--- src/rtl/dq_pkg.sv ---
// ----------------------------------------------------------------------------
// dq_pkg
// Shared types and codes for the double-ended queue: command and error
// codes, and the command group from the controller to the datapath.
// ----------------------------------------------------------------------------
`default_nettype none

package dq_pkg;

  localparam int unsigned CmdWidth = 3;
  localparam int unsigned ErrWidth = 2;

  typedef enum logic [CmdWidth-1:0] {
    CMD_PUSH_BACK  = 3'd0,
    CMD_PUSH_FRONT = 3'd1,
    CMD_POP_FRONT  = 3'd2,
    CMD_POP_BACK   = 3'd3,
    CMD_CLEAR      = 3'd4
  } dq_cmd_e;

  typedef enum logic [ErrWidth-1:0] {
    ERR_OK    = 2'd0,
    ERR_EMPTY = 2'd1,
    ERR_FULL  = 2'd2
  } dq_err_e;

  // controller -> datapath
  typedef struct packed {
    logic load;  // take a command word and update pointers and store
    logic read;  // read front and back entries
  } dq_ctrl_t;

endpackage

`default_nettype wire

--- src/rtl/double_ended_queue.sv ---
// ----------------------------------------------------------------------------
// double_ended_queue
// Bounded double-ended queue in a ring store, one result word per command.
// ----------------------------------------------------------------------------
// Usage:
//   The slave stream carries command words (push back, push front, pop
//   front, pop back, clear); every accepted word yields exactly one result
//   word on the master stream with the front and back elements, a not-empty
//   flag, the occupancy and an error code (pop on empty, push on full).
//   Failed pops and pushes leave the queue untouched; clear empties it at once.
//   A command updates the pointers and writes the store when it is
//   accepted; the front and back entries are then read into registers,
//   and the result is valid after that registered read. No new command
//   is taken while one is in flight; the next command is taken in the
//   cycle the pending result is taken, bounded by the store read.
//   While the sink holds m_axis_tready low the result stays put and no new
//   command is taken. Reset empties the queue and needs no clearing pass;
//   store contents are only passed on from inside the occupied span.
// ----------------------------------------------------------------------------
`default_nettype none

module double_ended_queue #(
  parameter int unsigned DEPTH         = 16,
  parameter int unsigned ELEMENT_WIDTH = 8
) (
  input  wire logic clk_i,
  input  wire logic rst_ni,
  // slave tdata: cmd, push_value
  input  wire logic [((3 + ELEMENT_WIDTH + 7) / 8) * 8 - 1:0] s_axis_tdata,
  input  wire logic s_axis_tvalid,
  output logic      s_axis_tready,
  // master tdata: front_value, back_value, not_empty, occupancy, error_code
  output logic [((2 * ELEMENT_WIDTH + $clog2(DEPTH + 1) + 3 + 7) / 8) * 8 - 1:0] m_axis_tdata,
  output logic      m_axis_tvalid,
  input  wire logic m_axis_tready
);

  import dq_pkg::*;

  localparam int unsigned CW       = $clog2(DEPTH + 1);
  localparam int unsigned OutRaw   = 2 * ELEMENT_WIDTH + 1 + CW + ErrWidth;
  localparam int unsigned OutWidth = ((OutRaw + 7) / 8) * 8;

  dq_ctrl_t                  ctrl;
  logic [ELEMENT_WIDTH-1:0]  front_value;
  logic [ELEMENT_WIDTH-1:0]  back_value;
  logic                      not_empty;
  logic [CW-1:0]             occupancy;
  logic [ErrWidth-1:0]       error_code;

  dq_ctrl u_ctrl (
    .clk_i       (clk_i),
    .rst_ni      (rst_ni),
    .in_valid_i  (s_axis_tvalid),
    .in_ready_o  (s_axis_tready),
    .out_valid_o (m_axis_tvalid),
    .out_ready_i (m_axis_tready),
    .ctrl_o      (ctrl)
  );

  dq_datapath #(
    .DEPTH         (DEPTH),
    .ELEMENT_WIDTH (ELEMENT_WIDTH)
  ) u_datapath (
    .clk_i         (clk_i),
    .rst_ni        (rst_ni),
    .ctrl_i        (ctrl),
    .cmd_i         (s_axis_tdata[CmdWidth-1:0]),
    .push_value_i  (s_axis_tdata[CmdWidth +: ELEMENT_WIDTH]),
    .front_value_o (front_value),
    .back_value_o  (back_value),
    .not_empty_o   (not_empty),
    .occupancy_o   (occupancy),
    .error_code_o  (error_code)
  );

  assign m_axis_tdata = OutWidth'({error_code, occupancy, not_empty, back_value, front_value});

endmodule

`default_nettype wire

--- src/rtl/dq_ram.sv ---
// ----------------------------------------------------------------------------
// dq_ram
// Generic RAM: one write port, two read ports sharing one enable,
// read data registered.
// ----------------------------------------------------------------------------
`default_nettype none

module dq_ram #(
  parameter int unsigned WIDTH = 8,
  parameter int unsigned DEPTH = 16
) (
  input  wire logic                     clk_i,
  input  wire logic                     we_i,
  input  wire logic [$clog2(DEPTH)-1:0] waddr_i,
  input  wire logic [WIDTH-1:0]         wdata_i,
  input  wire logic                     re_i,
  input  wire logic [$clog2(DEPTH)-1:0] raddr_a_i,
  input  wire logic [$clog2(DEPTH)-1:0] raddr_b_i,
  output logic      [WIDTH-1:0]         rdata_a_o,
  output logic      [WIDTH-1:0]         rdata_b_o
);

  logic [WIDTH-1:0] mem_q [DEPTH];

  always_ff @(posedge clk_i) begin
    if (we_i) begin
      mem_q[waddr_i] <= wdata_i;
    end
  end

  always_ff @(posedge clk_i) begin
    if (re_i) begin
      rdata_a_o <= mem_q[raddr_a_i];
      rdata_b_o <= mem_q[raddr_b_i];
    end
  end

endmodule

`default_nettype wire

--- src/rtl/dq_ctrl.sv ---
// ----------------------------------------------------------------------------
// dq_ctrl
// Sequencer for the queue: takes a command word, schedules the store read,
// then holds the result word until the sink takes it.
// ----------------------------------------------------------------------------
`default_nettype none

module dq_ctrl (
  input  wire logic            clk_i,
  input  wire logic            rst_ni,
  input  wire logic            in_valid_i,
  output logic                 in_ready_o,
  output logic                 out_valid_o,
  input  wire logic            out_ready_i,
  output dq_pkg::dq_ctrl_t     ctrl_o
);

  import dq_pkg::*;

  typedef enum logic [2:0] {
    S_IDLE = 3'b001,
    S_READ = 3'b010,
    S_SEND = 3'b100
  } state_e;

  state_e state_q, state_d;
  logic   load;

  // a new word may enter in the same cycle the pending result leaves
  assign in_ready_o  = (state_q == S_IDLE) || ((state_q == S_SEND) && out_ready_i);
  assign load        = in_valid_i && in_ready_o;
  assign out_valid_o = (state_q == S_SEND);

  assign ctrl_o.load = load;
  assign ctrl_o.read = (state_q == S_READ);

  always_comb begin
    state_d = state_q;
    unique case (state_q)
      S_IDLE: begin
        if (load) state_d = S_READ;
      end
      S_READ: begin
        state_d = S_SEND;
      end
      S_SEND: begin
        if (out_ready_i) state_d = load ? S_READ : S_IDLE;
      end
      default: begin
        state_d = S_IDLE;
      end
    endcase
  end

  always_ff @(posedge clk_i or negedge rst_ni) begin
    if (!rst_ni) begin
      state_q <= S_IDLE;
    end else begin
      state_q <= state_d;
    end
  end

endmodule

`default_nettype wire

--- src/rtl/dq_datapath.sv ---
// ----------------------------------------------------------------------------
// dq_datapath
// Head pointer, element count and error register of the queue, with the
// ring store and the front/back lookup that forms each result word.
// ----------------------------------------------------------------------------
`default_nettype none

module dq_datapath #(
  parameter int unsigned DEPTH         = 16,
  parameter int unsigned ELEMENT_WIDTH = 8
) (
  input  wire logic                       clk_i,
  input  wire logic                       rst_ni,
  input  wire dq_pkg::dq_ctrl_t           ctrl_i,
  input  wire logic [dq_pkg::CmdWidth-1:0] cmd_i,
  input  wire logic [ELEMENT_WIDTH-1:0]   push_value_i,
  output logic      [ELEMENT_WIDTH-1:0]   front_value_o,
  output logic      [ELEMENT_WIDTH-1:0]   back_value_o,
  output logic                            not_empty_o,
  output logic      [$clog2(DEPTH+1)-1:0] occupancy_o,
  output logic      [dq_pkg::ErrWidth-1:0] error_code_o
);

  import dq_pkg::*;

  localparam int unsigned AW = $clog2(DEPTH);
  localparam int unsigned CW = $clog2(DEPTH + 1);
  localparam int unsigned SW = AW + 1;
  localparam logic [SW-1:0] DepthS = SW'(DEPTH);
  localparam logic [CW-1:0] DepthC = CW'(DEPTH);
  localparam logic [AW-1:0] LastIdx = AW'(DEPTH - 1);

  logic [AW-1:0] head_q, head_d;
  logic [CW-1:0] count_q, count_d;
  dq_err_e       err_q, err_d;

  logic          full, empty;
  logic          we;
  logic [AW-1:0] waddr;
  logic [SW-1:0] tail_sum, back_sum;
  logic [AW-1:0] tail_idx, back_idx, head_dec, head_inc;
  logic [ELEMENT_WIDTH-1:0] rd_front, rd_back;

  assign full  = (count_q == DepthC);
  assign empty = (count_q == '0);

  // sums stay below twice the depth while the queue is not empty, one conditional subtract wraps them
  assign tail_sum = SW'(head_q) + SW'(count_q);
  assign tail_idx = (tail_sum >= DepthS) ? AW'(tail_sum - DepthS) : AW'(tail_sum);
  assign back_sum = SW'(head_q) + SW'(count_q) - SW'(1);
  assign back_idx = (back_sum >= DepthS) ? AW'(back_sum - DepthS) : AW'(back_sum);
  assign head_dec = (head_q == '0) ? LastIdx : head_q - AW'(1);
  assign head_inc = (head_q == LastIdx) ? '0 : head_q + AW'(1);

  always_comb begin
    head_d  = head_q;
    count_d = count_q;
    err_d   = ERR_OK;
    we      = 1'b0;
    waddr   = tail_idx;
    case (dq_cmd_e'(cmd_i))
      CMD_PUSH_BACK: begin
        if (full) begin
          err_d = ERR_FULL;
        end else begin
          we      = 1'b1;
          count_d = count_q + CW'(1);
        end
      end
      CMD_PUSH_FRONT: begin
        if (full) begin
          err_d = ERR_FULL;
        end else begin
          we      = 1'b1;
          waddr   = head_dec;
          head_d  = head_dec;
          count_d = count_q + CW'(1);
        end
      end
      CMD_POP_FRONT: begin
        if (empty) begin
          err_d = ERR_EMPTY;
        end else begin
          head_d  = head_inc;
          count_d = count_q - CW'(1);
        end
      end
      CMD_POP_BACK: begin
        if (empty) begin
          err_d = ERR_EMPTY;
        end else begin
          count_d = count_q - CW'(1);
        end
      end
      CMD_CLEAR: begin
        head_d  = '0;
        count_d = '0;
      end
      default: ;
    endcase
  end

  always_ff @(posedge clk_i or negedge rst_ni) begin
    if (!rst_ni) begin
      head_q  <= '0;
      count_q <= '0;
      err_q   <= ERR_OK;
    end else if (ctrl_i.load) begin
      head_q  <= head_d;
      count_q <= count_d;
      err_q   <= err_d;
    end
  end

  dq_ram #(
    .WIDTH (ELEMENT_WIDTH),
    .DEPTH (DEPTH)
  ) u_ram (
    .clk_i     (clk_i),
    .we_i      (ctrl_i.load && we),
    .waddr_i   (waddr),
    .wdata_i   (push_value_i),
    .re_i      (ctrl_i.read),
    .raddr_a_i (head_q),
    .raddr_b_i (back_idx),
    .rdata_a_o (rd_front),
    .rdata_b_o (rd_back)
  );

  assign not_empty_o   = !empty;
  assign front_value_o = empty ? '0 : rd_front;
  assign back_value_o  = empty ? '0 : rd_back;
  assign occupancy_o   = count_q;
  assign error_code_o  = err_q;

endmodule

`default_nettype wire

--- config.mk ---
export PLATFORM = sky130hd
export DESIGN_NAME = double_ended_queue
export DESIGN_NICKNAME = d
export VERILOG_FILES = /design/src/rtl/dq_pkg.sv /design/src/rtl/double_ended_queue.sv /design/src/rtl/dq_ram.sv /design/src/rtl/dq_ctrl.sv /design/src/rtl/dq_datapath.sv
export SDC_FILE = /design/constraint.sdc
export NUM_CORES = 1
export LEC_CHECK = 0
export ABC_CLOCK_PERIOD_IN_PS = 3500
export CAP_MARGIN = 5
export CORE_MARGIN = 3
export CORE_UTILIZATION = 30
export DETAILED_ROUTE_END_ITERATION = 7
export DONT_BUFFER_PORTS = 1
export PLACE_DENSITY_LB_ADDON = 0.05
export RECOVER_POWER = 100
export SLEW_MARGIN = 15
export SYNTH_ARGS = -nofsm -noshare
export SYNTH_HDL_FRONTEND = slang
export SYNTH_SLANG_ARGS = --single-unit
--- constraint.sdc ---
create_clock -name clk_i -period 3.5 [get_ports clk_i]
set_input_delay 0.35 -clock clk_i [delete_from_list [all_inputs] [get_ports clk_i]]
set_output_delay 0.35 -clock clk_i [all_outputs]
set_load 0.01 [all_outputs]
==> impl_metrics.json <==
{
  "run_status": "complete, no violations",
  "layout-area-overhead-vs-synth_pct": 16.8,
  "max_cap_viol_count": 0,
  "fin_crit_sh": 0.919,
  "min-delay-path-class": "primary input to flop",
  "post-place-ws_ps": 298,
  "worst_slack_ps": 283,
  "gr-usage-all-layers": 0.150,
  "cp_data_required_time_ps": 3550,
  "first_pass_iters": 6,
  "grt_remaining_overflow": 0,
  "most-common-layout-cells": "edfxtp_1, mux4_2, mux2i_1, nor2b_1, clkbuf_16",
  "ir_drop_uv": 868,
  "first_global_vias": 4459,
  "drtAntennaViolNets": 0,
  "timing_worst_slew_pin_value_ps": 1420,
  "dpl.cell_count": 784,
  "wl_mm": 20.5,
  "grt_pass1_wl_mm": 30.0,
  "timing.max_slew.rel_slack": 0.0487,
  "avgRoutedWirePerCell_um": 24.8,
  "min_path_cells": 0,
  "drt_iter0_drc": 334,
  "slowest_delay_ps": 600,
  "critical-path-slowest-cell": "dfrtp_1",
  "synth-warning-count": 0,
  "crit_type": "flop to flop",
  "via_count": 4270,
  "synth_cell_types": 47,
  "most_frequent_standard_cell_in_the_layout_excluding_fill_and_tap_cells": "edfxtp_1",
  "total_leakage_power_nw": 3.05,
  "hold_viol_final": 0,
  "diodes": 0,
  "root_buffer": "clkbuf_16",
  "cts_htree_levels": 4,
  "cts_tree": "built",
  "arrival_ps": 3270,
  "seq_total_area_yosys": 0.604,
  "highest_clock_frequency_the_design_can_meet_mhz": 311,
  "ys_seq_elements": 158,
  "final_max_slew_viol_count": 0,
  "worstSetupStartpoint": "u_datapath.occupancy_o[1]",
  "synth_ff_type": "edfxtp_1",
  "vias_per_cell": 5.15,
  "worstSetupPathDepth": 7,
  "ffs_w_async_s_r_synth": 0.0886,
  "finClkSkew_ps": 9.95,
  "worst_r2r_endpoint": "u_datapath.u_ram.mem_q[12][6]",
  "power.density_mw_per_mm2": 1100,
  "nNetsFinal": 518,
  "worstPathCellList": "nor4_1 > buf_4 > a211oi_2 > mux2_1 > nand3_1 > nor2_1 > clkbuf_1",
  "io_pins": 46,
  "area_post_placement_mm2": 0.00837,
  "syn-num-nets": 470,
  "cts-buffers-inserted": 17,
  "critical_path_peak_fanout": 8,
  "floorplan.rows": 58,
  "critPathLaunchType": "flop",
  "die_h_um": 167,
  "count_of_flip_flops_with_a_built_in_enable_after_synthesis": 144,
  "postSynthAreaPerCell_um2": 17.6,
  "finalSetupTns_ps": 0,
  "fp.dieArea_mm2": 0.0278,
  "finish.cell_count_without_fillers": 829,
  "gp_congestion": 0.757,
  "place.port_buffers": 0,
  "r2r_cells": 7,
  "wp_buf_inv": 2,
  "r2r-start": "u_datapath.occupancy_o[1]",
  "final_layout_size_suffix_gt1_frac": 0.279,
  "drc_errors": 0,
  "cp_top_family": "buffers and inverters",
  "pin_count_of_the_biggest_net_entering_global_routing": 40,
  "clock_latency_ps": 420,
  "unrepaired_setup_endpoints_after_global_routing": "no",
  "cts.sinks": 158,
  "crit_path_end_kind": "flop",
  "postSynthCellCount": 439,
  "clk_pin_slew_ps": 70,
  "r2r_slack_ps": 280,
  "final.min_clock_period_ps": 3220,
  "die_w_um": 167,
  "core_area_mm2": 0.0253,
  "start_util": 0.306,
  "detailed_place_hpwl_mm": 14.0,
  "report.final.setup_viol": 0,
  "syn_area_mm2": 0.00774,
  "setup.worst_path.end": "u_datapath.u_ram.mem_q[12][6]",
  "initial_antenna_violation_count": 0,
  "final_design_area_no_fill_mm2": 0.00904,
  "clock_path_buffers": 2
}
==> through the flow <==
stage | total power, mW | utilization | hold WS, ps
finish | 9.99 | 0.358 | 23.6
global route | 10.7 | 0.358 | 0.0952
CTS | 10.3 | 0.359 | 0.267
detailed placement | 8.33 | 0.332 | 54.8
global placement | 8.33 | 0.332 | 54.8
floorplan | 6.57 | - | 54.4
==> registers in the layout, indices dropped and copies added (netlist names) <==
register,count
u_datapath.u_ram.rdata_a_o,8
u_datapath.u_ram.mem_q,128
u_datapath.error_code_o,2
u_ctrl.state_q,3
u_datapath.head_q,4
u_datapath.occupancy_o,5
u_datapath.u_ram.rdata_b_o,8
==> cells by family (layout without fill, tap and decap cells) <==
logic type	Yosys count	in the layout	synth area share
AO/OA/AOI/OAI	43	43	0.0367
adder cells (fa/ha/maj)	11	11	0.0197
buffers and inverters	36	96	0.0199
flip-flops	158	158	0.604
XOR/XNOR	10	10	0.0131
AND/OR/NAND/NOR	77	77	0.0545
multiplexers	104	104	0.252
==> per-layer routing <==
metal / part of all wire / GRT usage / wire length [um]
met2: 0.48 / 0.241 / 9850
met3: 0.045 / 0.0325 / 922
met4: 0.015 / 0.0456 / 298
met5: 0 / 0 / 0
met1: 0.46 / 0.204 / 9460
==> area by class of cell <==
type	instances	area, um^2
Clock inverter	14	204
Tap cell	330	413
Clock buffer	17	425
Sequential cell	158	4680
Inverter	11	41.3
Timing Repair Buffer	54	383
Multi-Input combinational cell	245	2890
Fill cell	2439	16200
==> power by group <==
part	leakage (nW)	internal (mW)	switching (mW)
Combinational	1.28	2.54	2.92
Clock	0.300	1.15	0.819
Sequential	1.47	2.40	0.161
==> worst min path at each step <==
stage	start	endpoint	slack [ps]
after floorplan	rst_ni	u_ctrl.state_q[1]	50
after global placement	rst_ni	u_datapath.occupancy_o[1]	50
after detailed placement	rst_ni	u_datapath.occupancy_o[1]	50
after CTS	s_axis_tdata[7]	u_datapath.u_ram.mem_q[4][4]	0.3
after global routing	s_axis_tdata[3]	u_datapath.u_ram.mem_q[13][0]	0.1
final	s_axis_tdata[8]	u_datapath.u_ram.mem_q[9][5]	20
==> cell usage after synthesis (9+ instances only) <==
cell type / n / area [um^2]
ha_1: 9 / 113
dfrtp_1: 13 / 325
mux4_2: 72 / 1620
buf_2: 12 / 60.1
clkbuf_1: 11 / 41.3
nor3_1: 11 / 55.1
nand2_1: 10 / 37.5
nor2b_1: 21 / 131
a21oi_1: 16 / 80.1
inv_1: 10 / 37.5
nor2_1: 16 / 60.1
mux2i_1: 28 / 280
edfxtp_1: 144 / 4320
==> what timing repair did <==
item,4_1_cts,5_1_grt
hold buffers,7,7
gates resized for setup,0,0
buffers inserted,0,0
endpoints found under the hold margin,57,33
==> worst register-to-register path: cells and delay by family (launching register included) <==
kind	cells	cell delay [ps]
buf+inv	2	750
compound gates	1	600
simple gates	3	530
mux	1	370
flops	1	600
(Power assumes the default switching activity.)
